<file path="src/hw/rtl/assert_macros.svh">
// Assertion macros used by the RTL controller of the moment accumulator.
`ifndef ASSERT_MACROS_SVH
`define ASSERT_MACROS_SVH

// Consequent must hold in the same cycle as the antecedent.
`define ASSERT_SAME(label, ante, cons) \
  label: assert property (@(posedge clk) disable iff (rst) (ante) |-> (cons)) \
    else $error("assertion failed in moment accumulator");

// Consequent must hold in the cycle after the antecedent.
`define ASSERT_NEXT(label, ante, cons) \
  label: assert property (@(posedge clk) disable iff (rst) (ante) |=> (cons)) \
    else $error("assertion failed in moment accumulator");

`endif

</file>
<file path="src/hw/rtl/pfma_pkg.sv">
// Package with the types and constants of the polynomial fit moment accumulator.
package pfma_pkg;

  localparam int MAX_COEFS = 8;
  localparam int MAX_POINTS = 65536;
  localparam int NPOW = 2 * MAX_COEFS - 1;
  localparam int DEG_W = 3;
  localparam int IDX_W = 4;
  localparam int MOM_IW = $clog2(MAX_COEFS);
  localparam int IN_W = 16;
  localparam int SUM_W = 48;
  localparam int P_W = 32;
  localparam int PROD_W = P_W + IN_W;
  localparam int ROUND_SH = 15;
  localparam int RND_W = PROD_W - ROUND_SH + 1;
  localparam int P_ONE_SH = 30;

  typedef enum logic [2:0] {
    ST_IDLE,
    ST_POW,
    ST_MOM,
    ST_ADV,
    ST_EMIT
  } pfma_state_t;

  typedef struct packed {
    logic             load;
    logic             acc_pow;
    logic             acc_mom;
    logic             mul_x;
    logic             advance;
    logic             emit;
    logic             clear;
    logic             kind;
    logic [IDX_W-1:0] index;
    logic             run_end;
  } pfma_cmd_t;

endpackage

</file>
<file path="src/hw/rtl/pfma_ctrl.sv">
// Controller state machine that sequences accumulation and emission of the sums.
`include "assert_macros.svh"

module pfma_ctrl
  import pfma_pkg::*;
(
  input  logic             clk,
  input  logic             rst,
  input  logic             start,
  input  logic             final_point,
  input  logic [DEG_W-1:0] fit_degree,
  output logic             busy,
  output pfma_cmd_t        cmd
);

  localparam logic [DEG_W-1:0] DEG_MAX = DEG_W'(MAX_COEFS - 1);

  pfma_state_t      state;
  pfma_state_t      state_next;
  logic [IDX_W-1:0] k;
  logic             emit_kind;
  logic [DEG_W-1:0] deg;
  logic             fin;
  logic [IDX_W-1:0] k_top;
  logic [IDX_W-1:0] k_mom;

  assign k_top = IDX_W'({deg, 1'b0});
  assign k_mom = IDX_W'(deg);

  always_comb begin
    state_next = state;
    unique case (state)
      ST_IDLE: begin
        if (start) state_next = ST_POW;
      end
      ST_POW: begin
        state_next = (k <= k_mom) ? ST_MOM : ST_ADV;
      end
      ST_MOM: begin
        state_next = ST_ADV;
      end
      ST_ADV: begin
        if (k == k_top) state_next = fin ? ST_EMIT : ST_IDLE;
        else state_next = ST_POW;
      end
      ST_EMIT: begin
        if (emit_kind && k == k_mom) state_next = ST_IDLE;
      end
      default: state_next = ST_IDLE;
    endcase
  end

  always_comb begin
    cmd = '0;
    busy = 1'b1;
    unique case (state)
      ST_IDLE: begin
        busy = 1'b0;
        cmd.load = start;
      end
      ST_POW: begin
        cmd.acc_pow = 1'b1;
        cmd.index = k;
        cmd.mul_x = !(k <= k_mom);
      end
      ST_MOM: begin
        cmd.acc_mom = 1'b1;
        cmd.index = k;
        cmd.mul_x = 1'b1;
      end
      ST_ADV: begin
        cmd.advance = 1'b1;
        cmd.index = k;
      end
      ST_EMIT: begin
        cmd.emit = 1'b1;
        cmd.kind = emit_kind;
        cmd.index = k;
        cmd.run_end = emit_kind && (k == k_mom);
        cmd.clear = emit_kind && (k == k_mom);
      end
      default: cmd = '0;
    endcase
  end

  always_ff @(posedge clk) begin
    if (rst) begin
      state <= ST_IDLE;
      k <= '0;
      emit_kind <= 1'b0;
      deg <= '0;
      fin <= 1'b0;
    end else begin
      state <= state_next;
      if (state == ST_IDLE && start) begin
        k <= '0;
        emit_kind <= 1'b0;
        deg <= (fit_degree > DEG_MAX) ? DEG_MAX : fit_degree;
        fin <= final_point;
      end else if (state == ST_ADV) begin
        k <= (k == k_top) ? '0 : k + 1'b1;
        emit_kind <= 1'b0;
      end else if (state == ST_EMIT) begin
        if (!emit_kind && k == k_top) begin
          emit_kind <= 1'b1;
          k <= '0;
        end else begin
          k <= k + 1'b1;
        end
      end
    end
  end

  `ASSERT_NEXT(a_accept_starts, state == ST_IDLE && start, state == ST_POW && k == '0)
  `ASSERT_SAME(a_mom_in_range, state == ST_MOM, k <= k_mom)
  `ASSERT_SAME(a_k_in_range, state != ST_IDLE, k <= k_top)
  `ASSERT_NEXT(a_run_end_idles, state == ST_EMIT && cmd.run_end, state == ST_IDLE)

endmodule

</file>
<file path="src/hw/rtl/pfma_datapath.sv">
// Datapath with the shared multiplier, power register and saturating sum registers.
module pfma_datapath
  import pfma_pkg::*;
(
  input  logic                    clk,
  input  logic                    rst,
  input  pfma_cmd_t               cmd,
  input  logic signed [IN_W-1:0]  x_value,
  input  logic signed [IN_W-1:0]  y_value,
  output logic                    result_strobe,
  output logic                    sum_kind,
  output logic [IDX_W-1:0]        sum_index,
  output logic signed [SUM_W-1:0] sum_value,
  output logic                    run_end
);

  logic signed [SUM_W-1:0]  power_sums [NPOW];
  logic signed [SUM_W-1:0]  moment_sums [MAX_COEFS];
  logic signed [IN_W-1:0]   x_reg;
  logic signed [IN_W-1:0]   y_reg;
  logic signed [P_W-1:0]    p;
  logic signed [PROD_W-1:0] prod;
  logic signed [IN_W-1:0]   mul_b;
  logic signed [PROD_W:0]   prod_ext;
  logic signed [RND_W-1:0]  rnd;
  logic [MOM_IW-1:0]        mom_idx;

  function automatic logic signed [SUM_W-1:0] sat_add(
    input logic signed [SUM_W-1:0] a,
    input logic signed [SUM_W:0]   b
  );
    logic signed [SUM_W:0] s;
    s = {a[SUM_W-1], a} + b;
    if (s[SUM_W] != s[SUM_W-1]) begin
      sat_add = s[SUM_W] ? {1'b1, {(SUM_W-1){1'b0}}} : {1'b0, {(SUM_W-1){1'b1}}};
    end else begin
      sat_add = s[SUM_W-1:0];
    end
  endfunction

  assign mul_b = cmd.mul_x ? x_reg : y_reg;
  assign prod_ext = {prod[PROD_W-1], prod} + (PROD_W+1)'(1 << (ROUND_SH - 1));
  assign rnd = prod_ext[PROD_W:ROUND_SH];
  assign mom_idx = cmd.index[MOM_IW-1:0];

  always_ff @(posedge clk) begin
    prod <= p * mul_b;
    if (cmd.load) begin
      x_reg <= x_value;
      y_reg <= y_value;
      p <= P_W'(64'(1) << P_ONE_SH);
    end else if (cmd.advance) begin
      p <= rnd[P_W-1:0];
    end
  end

  always_ff @(posedge clk) begin
    if (rst) begin
      for (int i = 0; i < NPOW; i++) power_sums[i] <= '0;
      for (int i = 0; i < MAX_COEFS; i++) moment_sums[i] <= '0;
    end else if (cmd.clear) begin
      for (int i = 0; i < NPOW; i++) power_sums[i] <= '0;
      for (int i = 0; i < MAX_COEFS; i++) moment_sums[i] <= '0;
    end else begin
      if (cmd.acc_pow) begin
        power_sums[cmd.index] <= sat_add(power_sums[cmd.index],
                                         {{(SUM_W+1-P_W){p[P_W-1]}}, p});
      end
      if (cmd.acc_mom) begin
        moment_sums[mom_idx] <= sat_add(moment_sums[mom_idx],
                                        {{(SUM_W+1-RND_W){rnd[RND_W-1]}}, rnd});
      end
    end
  end

  always_ff @(posedge clk) begin
    if (rst) begin
      result_strobe <= 1'b0;
    end else begin
      result_strobe <= cmd.emit;
    end
  end

  always_ff @(posedge clk) begin
    if (cmd.emit) begin
      sum_kind <= cmd.kind;
      sum_index <= cmd.index;
      sum_value <= cmd.kind ? moment_sums[mom_idx] : power_sums[cmd.index];
      run_end <= cmd.run_end;
    end
  end

endmodule

</file>
<file path="src/hw/rtl/poly_fit_moment_accumulator.sv">
// Top level of the polynomial fit moment accumulator with its degree register.
//
// Points are taken on start while busy is low. With fit degree d, each point
// keeps the block busy after it is taken while the single shared multiplier
// forms every power of x and every y product in turn, so a new point can only
// be taken once the previous one is done. On a point marked final, busy stays
// high through the emission of 3d+2 result words, which follow in consecutive
// cycles, S_0..S_2d then T_0..T_d, each shown for one cycle with
// result_strobe; the receiver cannot stall them and must take each word in its
// cycle. The next point can follow once busy falls again. run_end marks the
// last word, and all sums are cleared as it is sent. Write fit_degree
// only while busy is low.
module poly_fit_moment_accumulator
  import pfma_pkg::*;
(
  input  logic                    clk,
  input  logic                    rst,
  input  logic                    fit_degree_write,
  input  logic [DEG_W-1:0]        fit_degree_data,
  input  logic                    start,
  output logic                    busy,
  input  logic signed [IN_W-1:0]  x_value,
  input  logic signed [IN_W-1:0]  y_value,
  input  logic                    final_point,
  output logic                    result_strobe,
  output logic                    sum_kind,
  output logic [IDX_W-1:0]        sum_index,
  output logic signed [SUM_W-1:0] sum_value,
  output logic                    run_end
);

  logic [DEG_W-1:0] fit_degree;
  pfma_cmd_t        cmd;

  always_ff @(posedge clk) begin
    if (rst) begin
      fit_degree <= DEG_W'(1);
    end else if (fit_degree_write) begin
      fit_degree <= fit_degree_data;
    end
  end

  pfma_ctrl u_ctrl (
    .clk         (clk),
    .rst         (rst),
    .start       (start),
    .final_point (final_point),
    .fit_degree  (fit_degree),
    .busy        (busy),
    .cmd         (cmd)
  );

  pfma_datapath u_datapath (
    .clk           (clk),
    .rst           (rst),
    .cmd           (cmd),
    .x_value       (x_value),
    .y_value       (y_value),
    .result_strobe (result_strobe),
    .sum_kind      (sum_kind),
    .sum_index     (sum_index),
    .sum_value     (sum_value),
    .run_end       (run_end)
  );

endmodule
</file>
<file path="config.mk">
export PLATFORM = sky130hd
export DESIGN_NAME = poly_fit_moment_accumulator
export DESIGN_NICKNAME = d
export VERILOG_FILES = /design/src/hw/rtl/pfma_pkg.sv /design/src/hw/rtl/pfma_ctrl.sv /design/src/hw/rtl/pfma_datapath.sv /design/src/hw/rtl/poly_fit_moment_accumulator.sv
export VERILOG_INCLUDE_DIRS = /design/src /design/src/hw/rtl
export SDC_FILE = /design/constraint.sdc
export NUM_CORES = 2
export LEC_CHECK = 0
export ABC_AREA = 1
export BUFFER_PORTS_ARGS = -buffer_cell sky130_fd_sc_hd__clkbuf_2
export CAP_MARGIN = 25
export CORE_MARGIN = 5
export CORE_UTILIZATION = 45
export DETAILED_ROUTE_END_ITERATION = 8
export RECOVER_POWER = 25
export SLEW_MARGIN = 30
export SYNTH_ARGS = -nofsm -noshare
export SYNTH_HDL_FRONTEND = slang
export SYNTH_SLANG_ARGS = --single-unit
</file>
<file path="constraint.sdc">
create_clock -name clk -period 8.09 [get_ports clk]
set_clock_uncertainty 0.05 [all_clocks]
set_input_delay 0.4045 -clock clk [delete_from_list [all_inputs] [get_ports clk]]
set_output_delay 0.4045 -clock clk [all_outputs]
set_load 0.005 [all_outputs]
</file>
# --- After elaboration in Yosys (flattened, before gate mapping) ---
# Memories as Yosys holds them, arrays and structs flattened.
# Cells that the tools add are included.
totals:
  n_memories: 2
  ram_bits: 1104
  reg_bits: 182
  mem_bits_ro: 0
  in_bits: 40
  out_inout_bits: 56
  latch_bits: 0
  wordCells: 144
memory_table:
  columns: ["name", "depth", "width", "rd", "rd_ports_with_merged_regs", "write_ports", "line", "text"]
  rows:
  - ["u_datapath.power_sums", 15, 48, 1, 0, 15, "pfma_datapath.sv:17", "logic signed [SUM_W-1:0] power_sums [NPOW];"]
  - ["u_datapath.moment_sums", 8, 48, 1, 0, 8, "pfma_datapath.sv:18", "logic signed [SUM_W-1:0] moment_sums [MAX_COEFS];"]
classes:
  n_reduce_logical: 14
  muxes: 73
  mul: 1
  n_div: 0
  magnitude_cmp: 2
  eq_ne: 10
  n_addsub: 4
  bitwise_logic: 23
  shifts: 0
op_table:
  columns: ["op", "n"]
  rows:
  - ["$mux W48", 36]
  - ["$reduce_or A48 Y1", 2]
  - ["$add A48 B16 Y49 const B", 1]
  - ["$add A48 B32 Y49", 1]
  - ["$add A48 B34 Y49", 1]
  - ["$mul A32 B16 Y48", 1]
  - ["$mux W4", 6]
  - ["$or A1 B1 Y1", 23]
  - ["$mux W1", 21]
  - ["$mux W3", 7]
  - ["$mux W16", 1]
  - ["$pmux W3 S5", 1]
  - ["$eq A3 B2 Y1 const B", 2]
  - ["$add A4 B1 Y4 const B", 1]
  - ["$eq A4 B3 Y1", 1]
  - ["$eq A4 B4 Y1", 1]
  - ["$le A4 B3 Y1", 1]
  - ["$reduce_and A2 Y1", 2]
  - ["$reduce_or A4 Y1", 1]
  - ["$eq A3 B1 Y1 const B", 1]
  - ["$eq A3 B3 Y1 const B", 1]
  - ["$gt A3 B3 Y1 const B", 1]
  - ["$logic_and A1 B1 Y1", 3]
  - ["$logic_not A3 Y1", 1]
  - ["other kinds (8)", 10]

# --- Logic depth before layout (Yosys ltp) ---
# An unclocked memory read counts as a cell.
depth:
  ltp_word: 11
  ltp_mapped: 41
  depth_no_buf: 39

# --- Cells and area by module ---
# From an unflattened synthesis, not the netlist that was laid out.
unflattened:
  cells_unflattened: 8839
  area_unflattened_um2: 84451.0
by_module_without_submodules:
  columns: ["mod", "cells_each", "area_per_inst_um2", "instances"]
  rows:
  - ["pfma_datapath", 8710, 83597.7, 1]
  - ["pfma_ctrl", 111, 735.7, 1]
  - ["poly_fit_moment_accumulator", 18, 117.6, 1]

# --- Least setup slack after synthesis ---
# OpenSTA, ideal clock, no wires.
synth_path:
  path_type: "reg2reg"
  startpoint: "register u_ctrl.k[0]"
  endpoint: "register u_datapath.prod[32]"
  arrival_time_ps: 6901
  setup_ps: 112
  setup_slack_ps: 1027
  stages_incl_launch_ff: 34
  path_buffers: 2
  path_cell_list: "dfxtp_1 > inv_1 > ha_1 > nand2_1 > nor2_1 > nor2_1 > nand2_1 > nand2_1 > inv_1 > clkbuf_1 > or2_2 > o21ai_1 > clkbuf_1 > nor2_1 > fa_1 > inv_1 > fa_1 > fa_1 > inv_1 > fa_1 > fa_1 > inv_1 > fa_1 > inv_1 > ha_1 > a21o_1 > a31oi_1 > o21ai_0 > a211oi_1 > o21ai_0 > nand2_1 > nand2_1 > nand2_1 > nand2_1"
synth_via:
  elab_chain_len: 5
synth_lines:
  columns: ["element", "line", "text"]
  rows:
  - ["start, declared", "pfma_ctrl.sv:20", "logic [IDX_W-1:0] k;"]
  - ["start signal, assigned", "pfma_ctrl.sv:101", "k <= (k == k_top) ? '0 : k + 1'b1;"]
  - ["start signal, assigned", "pfma_ctrl.sv:108", "k <= k + 1'b1;"]
  - ["$le A4 B3 Y1", "pfma_ctrl.sv:64", "cmd.mul_x = !(k <= k_mom);"]
  - ["$logic_not A1 Y1", "pfma_ctrl.sv:64", null]
  - ["$pmux W1 S2", "pfma_ctrl.sv:56", "unique case (state)"]
  - ["$mux W16", "pfma_datapath.sv:41", "assign mul_b = cmd.mul_x ? x_reg : y_reg;"]
  - ["$mul A32 B16 Y48", "pfma_datapath.sv:47", "prod <= p * mul_b;"]
  - ["end signal, assigned", "pfma_datapath.sv:47", null]
  - ["end, declared", "pfma_datapath.sv:22", "logic signed [PROD_W-1:0] prod;"]
# No other way between the ends.
# A chain may end at the register's enable or synchronous reset.

==> impl_metrics.ini <==
[status]
status = finished with violations
violations = capacitance limit, slew limit

[worst_setup_path]
start_kind = flip-flop
critPathCaptureType = flip-flop
cpPeakStageDelay_ns = 0.92
crit_arrival_ns = 8.33
critPathSlowestCell = nor2_1
critPathKind = reg2reg
critPathMaxFanout = 75
critPathRequiredTime_ns = 8.55
crit_top_cell = nand2_1
reg2reg_depth = 28

[logic_synthesis]
yosys_warnings = 0
syn_area_sq_mm = 0.0821
avgSynthCellArea_sq_um = 10.0
ys.flop_type = edfxtp_1
synth_cells = 8183
yosysMostFrequentCell = nand2_1
synth.ff_latch_count = 1320
synth-edff-count = 1238
synthTopCellsByCount = nand2_1 (1,490), edfxtp_1 (1,238), a21oi_1 (1,029), inv_1 (905), nor2_1 (636)
yosys.area.top_type = edfxtp_1
postSynth.asyncResetShare_pct = 0
ys_types = 60
ys_seq_area_share_pct = 47.3
synth_top_area_share_pct = 45.3
synth_nets = 8922
synthTopCellsByArea = edfxtp_1 (45%), fa_1 (12%), nand2_1 (6.8%), a21oi_1 (6.3%), inv_1 (4.1%)

[timing]
fin_crit_ns = 7.86
slew_headroom_pct = -62.5
setup_viol = 0
hold_viol = 0
worstMarginPinSlew_ns = 2.44
period_share_pct = 97.2
drv_slew = 634
clock.fmax_mhz = 127
fin_setup_tns_ns = 0
rsz0062_at_grt = false

[cts]
cts_buffers = 148
ctsLongestPathBuffers = 3
clock_latency_ns = 0.83
post-cts-setup-buffers = 0
clock_sinks = 1320
clkTransAtPathRegs_ns = 0.06
cts_root_buffer = clkbuf_16
cts_tree = yes
h-tree-depth = 4

[power]
p_switching_uw = 17300
power_frac_seq_pct = 23.1
max-vdd-ir-drop_v = 0.000450
swShare_pct = 48.4
p_leak_uw = 0.0364
power.density_mw_per_mm2 = 393
pwr-share-comb_pct = 57.9
p_clk_share_pct = 19.0
internal_power_uw = 18400

[global_route]
grt_overflow = 0
grt_pass1_vias = 63600
antenna_found_initial = 11
grt_pass1_wl_mm = 439
grt_use_total_pct = 31.2
grt_max_degree = 87

[route]
vias = 64200
firstDrtPassIters = 6
wl_mm = 304
drcViolationCount = 0
vias_per_cell = 5.98
ant_nets = 0
routedWlPerCell_um = 28.3
drt_iter0_drc = 7462

[layout]
largest_register_ffs = 768
seqCellArea_sq_mm = 0.0388
drive_above_1_share_pct = 12.3
nets = 8971
multiInputGateArea_sq_mm = 0.0372
regMostFlops = u_datapath.power_sums
final_cells = 10700
fill_cells = 16700
final_util_pct = 50.2
area_delta_synth_final_pct = 10.9
reg.largest.list = u_datapath.power_sums (768), u_datapath.moment_sums (384), u_datapath.sum_value (48)

[floorplanning]
initial_core_util_pct = 45.3
io_pins = 96
rows = 156
core_area_sq_mm = 0.181
dieHeight_um = 437
die-area_sq_mm = 0.191
die_w_um = 437

[place]
dp_hpwl_mm = 201
place_inst = 10400
io_buffers = 95
place.gp.congestion = 1.04

[min_path]
hold_class = in2reg
whs_path_depth = 3

[job]
cap_viol_max_count = 15
[path summary, 6_finish.rpt]
kind	startpoint	to	slack, ns
worst min register to register	u_ctrl.fin	u_ctrl.state[2]	0.42
worst min-delay path	fit_degree_write	fit_degree[1]	0.10
worst max-delay path	u_ctrl.state[2]	u_datapath.power_sums[3][41]	0.23
worst max register to register	u_ctrl.state[2]	u_datapath.power_sums[3][41]	0.23
[cell type report]
cell class / count / area share, %
well taps: 2370 / 3.26
repair buffers: 434 / 3.99
multi-input cells: 5394 / 40.9
clock inverters: 92 / 0.996
inverters: 934 / 3.90
flip-flops and latches: 1320 / 42.7
clock buffers: 174 / 4.28
diodes: 4 / 0.0110
[power by group through the flow]
stage | logic [uW] | registers, uW | clock network, uW
floorplan | 13100 | 8290 | 0
global placement | 20400 | 8370 | 0
finish | 20700 | 8250 | 6770
detailed placement | 20300 | 8380 | 0
global route | 22500 | 8280 | 7120
CTS | 20500 | 8240 | 6830
[cell families (layout without fill, tap and decap cells)]
logic type	count (synthesis)	in the layout	share of synthesized area [%]
buffers and inverters	1469	1634	7.76
other	0	4	0
AO/OA/AOI/OAI	2080	2080	15.9
XOR/XNOR	139	139	1.48
adder cells (fa/ha/maj)	699	699	15.1
AND/OR/NAND/NOR	2476	2476	12.4
flip-flops	1320	1320	47.3
[cell usage in the layout (no fill, tap or decap), drive strengths merged, types with 26 or more instances in the layout]
master,synthesis,routed
clkbuf,287,281
a22oi,219,219
o21bai,26,26
nand4,76,76
a221oi,35,35
a22o,37,37
edfxtp,1238,1238
nand3,102,102
dlygate4sd3,0,40
a31oi,137,137
nor2,650,650
a21oi,1316,1316
fa,487,487
o21ai,157,157
nand2,1556,1556
dfxtp,82,82
xnor2,35,35
clkinv,7,71
ha,212,212
inv,927,936
buf,248,287
nor3,39,39
xor2,104,104
a211oi,48,48
[worst max-delay path, delay by kind of cell, from the launching register on]
kind / cells / cell delay [ns]
simple gates: 14 / 3.18
flops: 1 / 0.32
fa+ha+maj: 1 / 0.43
compound gates: 7 / 1.89
buf+inv: 6 / 1.59
[routing by layer]
metal  GRT usage [%]  up-vias  share of wire, %
li1                -    28000                 -
met1            40.5    32100                39
met2            49.2     3289                45
met3            6.72      733               9.3
met4            16.9        4               6.3
met5               0        -            0.0076
[what timing repair did]
item / 4_1_cts / 5_1_grt
endpoints found under the setup margin: 0 / 25
resized for setup: 0 / 19
hold buffers: 40 / 0
endpoints found under the hold margin: 40 / 0
[per-stage QoR]
step	power, uW	hold WS, ns	instance area, sq um	setup WS, ns
floorplan	21300	0.374	82100	1.03
global placement	28800	0.404	85800	0.134
detailed placement	28700	0.420	85900	0.221
CTS	35600	0.0111	91100	0.161
global route	37900	0.0859	91000	0.00634
finish	35700	0.101	91000	0.228
(Power assumes the default switching activity.)
